[config.mk]
export PLATFORM = sky130hd
export DESIGN_NAME = rpm_ctrl
export DESIGN_NICKNAME = d
export VERILOG_FILES = /design/src/rtl/core/rpm_pkg.sv /design/src/rtl/core/rpm_ctrl.sv
export SDC_FILE = /design/constraint.sdc
export NUM_CORES = 1
export LEC_CHECK = 0
export ABC_AREA = 1
export BUFFER_PORTS_ARGS = -buffer_cell sky130_fd_sc_hd__buf_2
export CORE_AREA = 2 2 57 59
export DETAILED_ROUTE_END_ITERATION = 8
export DIE_AREA = 0 0 59 61
export PLACE_DENSITY = 0.76
export SYNTH_ARGS = -nofsm -noshare
export SYNTH_HDL_FRONTEND = slang
export SYNTH_SLANG_ARGS = --single-unit
[constraint.sdc]
create_clock -name clock -period 1.8 [get_ports clock]
set_input_delay 0.36 -clock clock [delete_from_list [all_inputs] [get_ports clock]]
set_output_delay 0.36 -clock clock [all_outputs]
set_load 0.01 [all_outputs]
[src/rtl/core/rpm_pkg.sv]
`default_nettype none
package rpm_pkg;

   localparam logic [1:0] FUNC_LOAD    = 2'd0;
   localparam logic [1:0] FUNC_COMPUTE = 2'd1;
   localparam logic [1:0] FUNC_READ    = 2'd2;

   localparam logic [1:0] CSR_GRID_WIDTH      = 2'd0;
   localparam logic [1:0] CSR_GRID_HEIGHT     = 2'd1;
   localparam logic [1:0] CSR_RIDGE_THRESHOLD = 2'd2;

   localparam logic [6:0]  GRID_WIDTH_RESET      = 7'd64;
   localparam logic [6:0]  GRID_HEIGHT_RESET     = 7'd64;
   localparam logic [15:0] RIDGE_THRESHOLD_RESET = 16'd3277;

   // Q1.15 one
   localparam logic [15:0] MASK_ONE = 16'h8000;

   // floor(x / 5) = (x * 52429) >> 18, exact for x below 2^18
   localparam logic [15:0] RECIP5       = 16'd52429;
   localparam int          RECIP5_SHIFT = 18;

   localparam int DIV_STEPS   = 15;
   localparam int GATHER_LAST = 5;

   typedef enum logic [2:0] {
      NB_CENTER = 3'd0,
      NB_XM     = 3'd1,
      NB_XP     = 3'd2,
      NB_YM     = 3'd3,
      NB_YP     = 3'd4
   } nb_type;

   typedef enum logic [1:0] {
      PASS_MM   = 2'd0,
      PASS_RAW  = 2'd1,
      PASS_BLUR = 2'd2
   } pass_type;

   typedef struct packed {
      logic     load_wr;
      logic     blur_rd;
      logic     rsp_load;
      logic     rsp_read;
      logic     mm_init;
      logic     walk_reset;
      logic     walk_step;
      logic     rd_en;
      nb_type   nsel;
      pass_type pass;
      logic     thr_load;
      logic     eval;
      logic     div_step;
      logic     raw_wr;
      logic     blur_wr;
   } cmd_type;

   typedef struct packed {
      logic last_pixel;
      logic need_div;
   } status_type;

endpackage
`default_nettype wire

[src/rtl/core/rpm_ctrl.sv]
`default_nettype none
module rpm_ctrl import rpm_pkg::*; (
   input  wire logic       clock,
   input  wire logic       reset,
   input  wire logic       req_valid,
   input  wire logic [1:0] req_func,
   output      logic       req_stall,
   output      logic       rsp_valid,
   input  wire logic       rsp_stall,
   input  wire status_type status,
   output      cmd_type    cmd
);

   typedef enum logic [10:0] {
      ST_IDLE     = 11'b00000000001,
      ST_READ     = 11'b00000000010,
      ST_MM_ISSUE = 11'b00000000100,
      ST_MM_ACC   = 11'b00000001000,
      ST_THR      = 11'b00000010000,
      ST_GATHER   = 11'b00000100000,
      ST_EVAL     = 11'b00001000000,
      ST_DIV      = 11'b00010000000,
      ST_RWRITE   = 11'b00100000000,
      ST_BWRITE   = 11'b01000000000,
      ST_DONE     = 11'b10000000000
   } state_type;

   state_type state_ff, state_in;
   logic [2:0] k_ff, k_in;
   logic [3:0] div_cnt_ff, div_cnt_in;
   pass_type   pass_ff, pass_in;
   logic       rsp_valid_ff, rsp_valid_in;
   logic       rsp_set;
   logic       rsp_free;
   logic       accept;

   assign rsp_free  = !rsp_valid_ff || !rsp_stall;
   assign req_stall = !(state_ff == ST_IDLE && rsp_free);
   assign accept    = req_valid && !req_stall;
   assign rsp_valid = rsp_valid_ff;

   always_comb begin
      cmd        = '0;
      cmd.pass   = pass_ff;
      state_in   = state_ff;
      k_in       = k_ff;
      div_cnt_in = div_cnt_ff;
      pass_in    = pass_ff;
      rsp_set    = 1'b0;
      case (state_ff)
         ST_IDLE: begin
            if (accept) begin
               case (req_func)
                  FUNC_LOAD: begin
                     cmd.load_wr  = 1'b1;
                     cmd.rsp_load = 1'b1;
                     rsp_set      = 1'b1;
                  end
                  FUNC_COMPUTE: begin
                     cmd.mm_init    = 1'b1;
                     cmd.walk_reset = 1'b1;
                     state_in       = ST_MM_ISSUE;
                  end
                  FUNC_READ: begin
                     cmd.blur_rd = 1'b1;
                     state_in    = ST_READ;
                  end
                  default: begin
                     cmd.rsp_load = 1'b1;
                     rsp_set      = 1'b1;
                  end
               endcase
            end
         end
         ST_READ: begin
            if (rsp_free) begin
               cmd.rsp_load = 1'b1;
               cmd.rsp_read = 1'b1;
               rsp_set      = 1'b1;
               state_in     = ST_IDLE;
            end
         end
         ST_MM_ISSUE: begin
            cmd.rd_en = 1'b1;
            cmd.nsel  = NB_CENTER;
            cmd.pass  = PASS_MM;
            state_in  = ST_MM_ACC;
         end
         ST_MM_ACC: begin
            if (status.last_pixel) begin
               state_in = ST_THR;
            end else begin
               cmd.walk_step = 1'b1;
               state_in      = ST_MM_ISSUE;
            end
         end
         ST_THR: begin
            cmd.thr_load   = 1'b1;
            cmd.walk_reset = 1'b1;
            pass_in        = PASS_RAW;
            k_in           = '0;
            state_in       = ST_GATHER;
         end
         ST_GATHER: begin
            if (k_ff == 3'(GATHER_LAST)) begin
               k_in     = '0;
               state_in = (pass_ff == PASS_RAW) ? ST_EVAL : ST_BWRITE;
            end else begin
               cmd.rd_en = 1'b1;
               cmd.nsel  = nb_type'(k_ff);
               k_in      = k_ff + 3'd1;
            end
         end
         ST_EVAL: begin
            cmd.eval = 1'b1;
            if (status.need_div) begin
               div_cnt_in = 4'(DIV_STEPS - 1);
               state_in   = ST_DIV;
            end else begin
               state_in = ST_RWRITE;
            end
         end
         ST_DIV: begin
            cmd.div_step = 1'b1;
            if (div_cnt_ff == '0) begin
               state_in = ST_RWRITE;
            end else begin
               div_cnt_in = div_cnt_ff - 4'd1;
            end
         end
         ST_RWRITE: begin
            cmd.raw_wr = 1'b1;
            if (status.last_pixel) begin
               cmd.walk_reset = 1'b1;
               pass_in        = PASS_BLUR;
            end else begin
               cmd.walk_step = 1'b1;
            end
            state_in = ST_GATHER;
         end
         ST_BWRITE: begin
            cmd.blur_wr = 1'b1;
            if (status.last_pixel) begin
               state_in = ST_DONE;
            end else begin
               cmd.walk_step = 1'b1;
               state_in      = ST_GATHER;
            end
         end
         ST_DONE: begin
            if (rsp_free) begin
               cmd.rsp_load = 1'b1;
               rsp_set      = 1'b1;
               state_in     = ST_IDLE;
            end
         end
         default: begin
            state_in = ST_IDLE;
         end
      endcase
   end

   assign rsp_valid_in = rsp_set || (rsp_valid_ff && rsp_stall);

   always_ff @(posedge clock) begin
      if (reset) begin
         state_ff     <= ST_IDLE;
         k_ff         <= '0;
         div_cnt_ff   <= '0;
         pass_ff      <= PASS_MM;
         rsp_valid_ff <= 1'b0;
      end else begin
         state_ff     <= state_in;
         k_ff         <= k_in;
         div_cnt_ff   <= div_cnt_in;
         pass_ff      <= pass_in;
         rsp_valid_ff <= rsp_valid_in;
      end
   end

   a_read_goes_read: assert property (@(posedge clock) disable iff (reset)
      (accept && req_func == FUNC_READ) |=> state_ff == ST_READ)
      else $error("read transaction did not enter the read state");

   a_rsp_source: assert property (@(posedge clock) disable iff (reset)
      $rose(rsp_valid_ff) |-> $past(state_ff == ST_IDLE || state_ff == ST_READ
                                    || state_ff == ST_DONE))
      else $error("response raised from an unexpected state");

   a_gather_exit: assert property (@(posedge clock) disable iff (reset)
      (state_ff == ST_GATHER && k_ff == 3'(GATHER_LAST))
      |=> (state_ff == ST_EVAL || state_ff == ST_BWRITE))
      else $error("neighbor gather did not finish into evaluation");

   a_div_count: assert property (@(posedge clock) disable iff (reset)
      state_ff == ST_DIV |-> div_cnt_ff < 4'(DIV_STEPS))
      else $error("divide step count out of range");

endmodule
`default_nettype wire

### Word-level counts from Yosys, hierarchy flattened

Cells that the tools add are included.

* register bits after elaboration: 21
* input bits: 8
* word-level logic and storage cells: 93

* add/sub/neg operators: 2
* equal/unequal tests: 23
* mux-type cells: 43
* reduce and logical (&&, ||, !) cells: 20

Operator list (number)
* 11-bit one-hot mux with 9 select lines: 1
* 11-bit two-way mux: 5
* 11-bit one-hot mux with 2 select lines: 1
* 4-bit one-hot mux with 2 select lines: 2
* 1-bit two-way mux: 15
* 2-bit two-way mux: 6
* 4-bit two-way mux: 3
* 2-bit inequality test (second input constant): 6
* 11-bit by 1-bit equality test with 1-bit output (second input constant): 1
* 11-bit by 10-bit equality test with 1-bit output (second input constant): 1
* 11-bit equality test (second input constant): 1
* 11-bit by 2-bit equality test with 1-bit output (second input constant): 1
* 11-bit by 3-bit equality test with 1-bit output (second input constant): 1
* 11-bit by 4-bit equality test with 1-bit output (second input constant): 1
* 11-bit by 5-bit equality test with 1-bit output (second input constant): 1
* 11-bit by 6-bit equality test with 1-bit output (second input constant): 1
* 11-bit by 7-bit equality test with 1-bit output (second input constant): 1
* 11-bit by 8-bit equality test with 1-bit output (second input constant): 1
* 11-bit by 9-bit equality test with 1-bit output (second input constant): 1
* 10-bit two-way mux: 1
* 9-bit two-way mux: 1
* 3-bit two-way mux: 2
* 1-bit one-hot mux with 3 select lines: 2
* 3-bit one-hot mux with 2 select lines: 1
* other kinds (21): 31

### Depth between registers and ports, before layout

* depth after elaboration: 7
* depth in mapped cells: 12

### Least setup slack after synthesis

OpenSTA, ideal clock, no wires.

* path type: flip-flop to output port
* start: register state_ff[4]
* end: output port cmd[12] in the netlist's numbering
* data arrival time: 1.285 ns
* setup slack: 0.155 ns
* stages on the path, launching flop included: 6
* path through: dfxtp_1 -> nor2_2 -> nand2_2 -> nor3_4 -> nand3_2 -> o211ai_1

RTL lines
* start: declaration: RTL line rpm_ctrl.sv:28 `state_type state_ff, state_in;`
* start signal: assignment: RTL line rpm_ctrl.sv:173 `state_ff <= state_in;`
* end: declaration: RTL line rpm_ctrl.sv:11 `output cmd_type cmd`

==> flow_metrics.env <==
export IMPL_status="finished, violations left"
export IMPL_violations="negative setup slack"
export IMPL_seqPwrFrac_pct=25.0
export IMPL_grt_pass1_vias=1479
export IMPL_ys_ff_latch=21
export IMPL_routedWlPerCell_um=15.37
export IMPL_end_kind="output pin"
export IMPL_clock_sinks=21
export IMPL_dp_cells=299
export IMPL_antenna_found_initial=0
export IMPL_synth_edf_count=0
export IMPL_ant_nets=0
export IMPL_p_switching_mw=1.090
export IMPL_drcViolationCount=0
export IMPL_drt_first_pass_iters=5
export IMPL_min_period_ps=2113
export IMPL_grt_pass1_wl_um=6637
export IMPL_synth_top_cell_area_share_pct=26.94
export IMPL_finalClockSkew_ps=3.109
export IMPL_endpoint="cmd[12]"
export IMPL_reg2regPathDepth=13
export IMPL_tritoncts="done"
export IMPL_p_clk_share_pct=10.7
export IMPL_syn_num_nets=250
export IMPL_timing_rr_start="state_ff[8]"
export IMPL_cts_made_buffers=3
export IMPL_netlist_instances=238
export IMPL_p_int_mw=1.199
export IMPL_max_stage_delay_ps=360
export IMPL_clock_fmax_mhz=473.3
export IMPL_insertion_delay_ps=320
export IMPL_ys_seq_area_share_pct=26.94
export IMPL_relSlewSlack_pct=72.87
export IMPL_cpMaxStageDelayCell="dfxtp_2"
export IMPL_dp_slack_ps=66.14
export IMPL_fill_cells=202
export IMPL_grt_max_degree=14
export IMPL_die_w_um=59
export IMPL_cts_htree_levels=1
export IMPL_cap_violations=0
export IMPL_start_util_pct=52.84
export IMPL_synth_distinct_cells=32
export IMPL_layout_cells_non_filler=328
export IMPL_startpoint="state_ff[2]"
export IMPL_crit_chain="nor2_4 > nand3_2 > nor3_4 > nand3_4 > o211ai_1 > buf_2"
export IMPL_powerDensity_nw_per_um2=1029
export IMPL_drt_iter0_markers=124
export IMPL_gr_total_overflow=0
export IMPL_n_antenna_cell=0
export IMPL_crit_fanout=6
export IMPL_rsz0062_at_grt="yes"
export IMPL_p_leak_nw=1.117
export IMPL_fp_dieH_um=61
export IMPL_nets=308
export IMPL_dp_final_hpwl_um=2842
export IMPL_grt_usage_pct=24.21
export IMPL_critPathLaunchType="flop"
export IMPL_required_ps=1440
export IMPL_port_buffers=27
export IMPL_regToRegSetupSlack_ps=-60
export IMPL_hold_path_class="primary input to flop"
export IMPL_cp_depth=6
export IMPL_routed_via_density=5.662
export IMPL_maxSlewViolCount=0
export IMPL_area_growth_pct=42.58
export IMPL_cts_root_buf="clkbuf_4"
export IMPL_wl_um=5042
export IMPL_comb_power_share_pct=64.3
export IMPL_drive_gt1_share_pct=45.08
export IMPL_path_buf_inv=1
export IMPL_yosys_top_cells_area="dfxtp_1 (27%), nand2_1 (12%), inv_1 (10%), nor2_1 (6.5%), nand3_1 (4.5%)"
export IMPL_reg2reg_to="state_ff[7]"
export IMPL_ios=28
export IMPL_die_area_um2=3599
export IMPL_async_flop_share_pct=0
export IMPL_timing_final_ws_setup_ps=-313.0
export IMPL_yosys_warnings=0
export IMPL_finalHoldViolCount=0
export IMPL_fin_crit_sh_pct=117.4
export IMPL_path_clk_slew_ps=130
export IMPL_via_count=1857
export IMPL_critPathTopFamily="simple AND/OR/NAND/NOR gates"
export IMPL_synthFlopType="dfxtp_1"
export IMPL_fp_row_count=20
export IMPL_cts_buffer_depth=2
export IMPL_critPathArrivalTime_ps=1750
export IMPL_crit_type="flop to output pin"
export IMPL_coreArea_um2=2953
export IMPL_ir_drop_uv=756.0
export IMPL_worst_pin_slew_ps=406.9
export IMPL_yosysMostFrequentCell="nand2_1"
export IMPL_yosysTopAreaCell="dfxtp_1"
export IMPL_globalplace_congestion=0.9089
export IMPL_synth_commonest_cells="nand2_1 (50), inv_1 (43), nor2_1 (27)"
export IMPL_avgSynthCellArea_um2=6.556
export IMPL_finalSetupViolCount=21
export IMPL_synth_area_um2=1560
export IMPL_p_sw_share_pct=47.63
==> layout make-up <==
type	instances	area [um^2]	share of cell area, %
Clock buffer	3	22.52	1.012
Sequential cell	21	444.2	19.97
Tap cell	33	41.29	1.856
Multi-Input combinational cell	170	1129	50.73
Timing Repair Buffer	54	402.9	18.11
Inverter	46	180.2	8.099
Clock inverter	1	5.005	0.2250
==> worst min-delay path by stage <==
stage	to	cells past startpoint	startpoint	slack, ps
final	state_ff[4]	3	status[1]	320
after detailed placement	div_cnt_ff[2]	2	div_cnt_ff[2]	460
after floorplan	state_ff[2]	1	reset	430
after CTS	state_ff[4]	3	status[1]	310
after global placement	div_cnt_ff[2]	2	div_cnt_ff[2]	460
after global routing	state_ff[4]	3	status[1]	340
==> sequential cells by signal (all words and copies together), names as in the netlist <==
name and cells:
state_ff 11, rsp_valid 1, div_cnt_ff 4, k_ff 3, pass_ff 2
==> cell families (layout without fill, tap and decap cells) <==
group           after synthesis  count (layout)  share of synthesized area [%]
buf+inv                      48             104                          11.95
fa+ha+maj                     4               4                          3.208
simple gates                138             139                          47.55
compound gates               27              27                          10.35
flops                        21              21                          26.94
==> stage by stage <==
step	TNS [ps]	hold slack (ps)	instance area [um^2]	power, mW	util [%]
floorplan	0	429.5	1560	1.323	-
global placement	0	455.7	1748	1.537	59.19
detailed placement	0	455.9	1748	1.548	59.19
CTS	-1085	310.2	1959	1.928	66.36
global route	-4591	336.8	2225	2.421	75.34
finish	-3053	322.6	2225	2.289	75.34
==> routing by layer <==
layer / part of all wire (%) / GRT usage, % / vias to the layer above
li1: - / - / 881
met1: 39 / 33.12 / 853
met2: 50 / 40.00 / 105
met3: 8.3 / 2.985 / 18
met4: 2.6 / 7.468 / 0
met5: 0 / 0 / -
==> worst reg2reg max path, cell delays in order, from the launching register on <==
cell     delay [ps]
dfxtp_4         380
nor2_4          130
nand2_4         100
buf_12          140
nor2_8          220
nand3_4         140
buf_6           140
buf_6           110
nand2_4          60
nor2_4           60
nand3_4         130
nand2_1          70
inv_1            50
nor2_1           40
==> placed cells by master (no fill, tap or decap), types with 4 or more instances in the layout <==
cell	n
nand2_4	7
buf_2	23
nand2_2	9
o21ai_0	8
inv_1	33
buf_4	21
dfxtp_4	5
nand3_4	4
dfxtp_1	12
nor2_2	5
nor3_1	8
nor2_1	20
buf_6	8
inv_2	9
a21oi_1	7
nand2_1	40
dfxtp_2	4
nand4_1	10
nor2_4	12
nand3_1	12
ha_1	4
==> power by group through the flow <==
| stage | logic [mW] | registers (mW) | clock network, mW |
|---|---|---|---|
| 2_1_floorplan | 0.766 | 0.557 | 0 |
| 6_report | 1.47 | 0.572 | 0.246 |
| 5_1_grt | 1.58 | 0.579 | 0.263 |
| 4_1_cts | 1.11 | 0.568 | 0.246 |
| 3_5_place_dp | 0.989 | 0.559 | 0 |
| 3_3_place_gp | 0.980 | 0.557 | 0 |
==> what timing repair did <==
action	in CTS	in global routing
hold buffers	0	0
pin swaps	16	21
setup buffers	10	15
gates cloned	0	1
endpoints found under the setup margin	18	28
resized for setup	32	44
(Power assumes the default switching activity.)
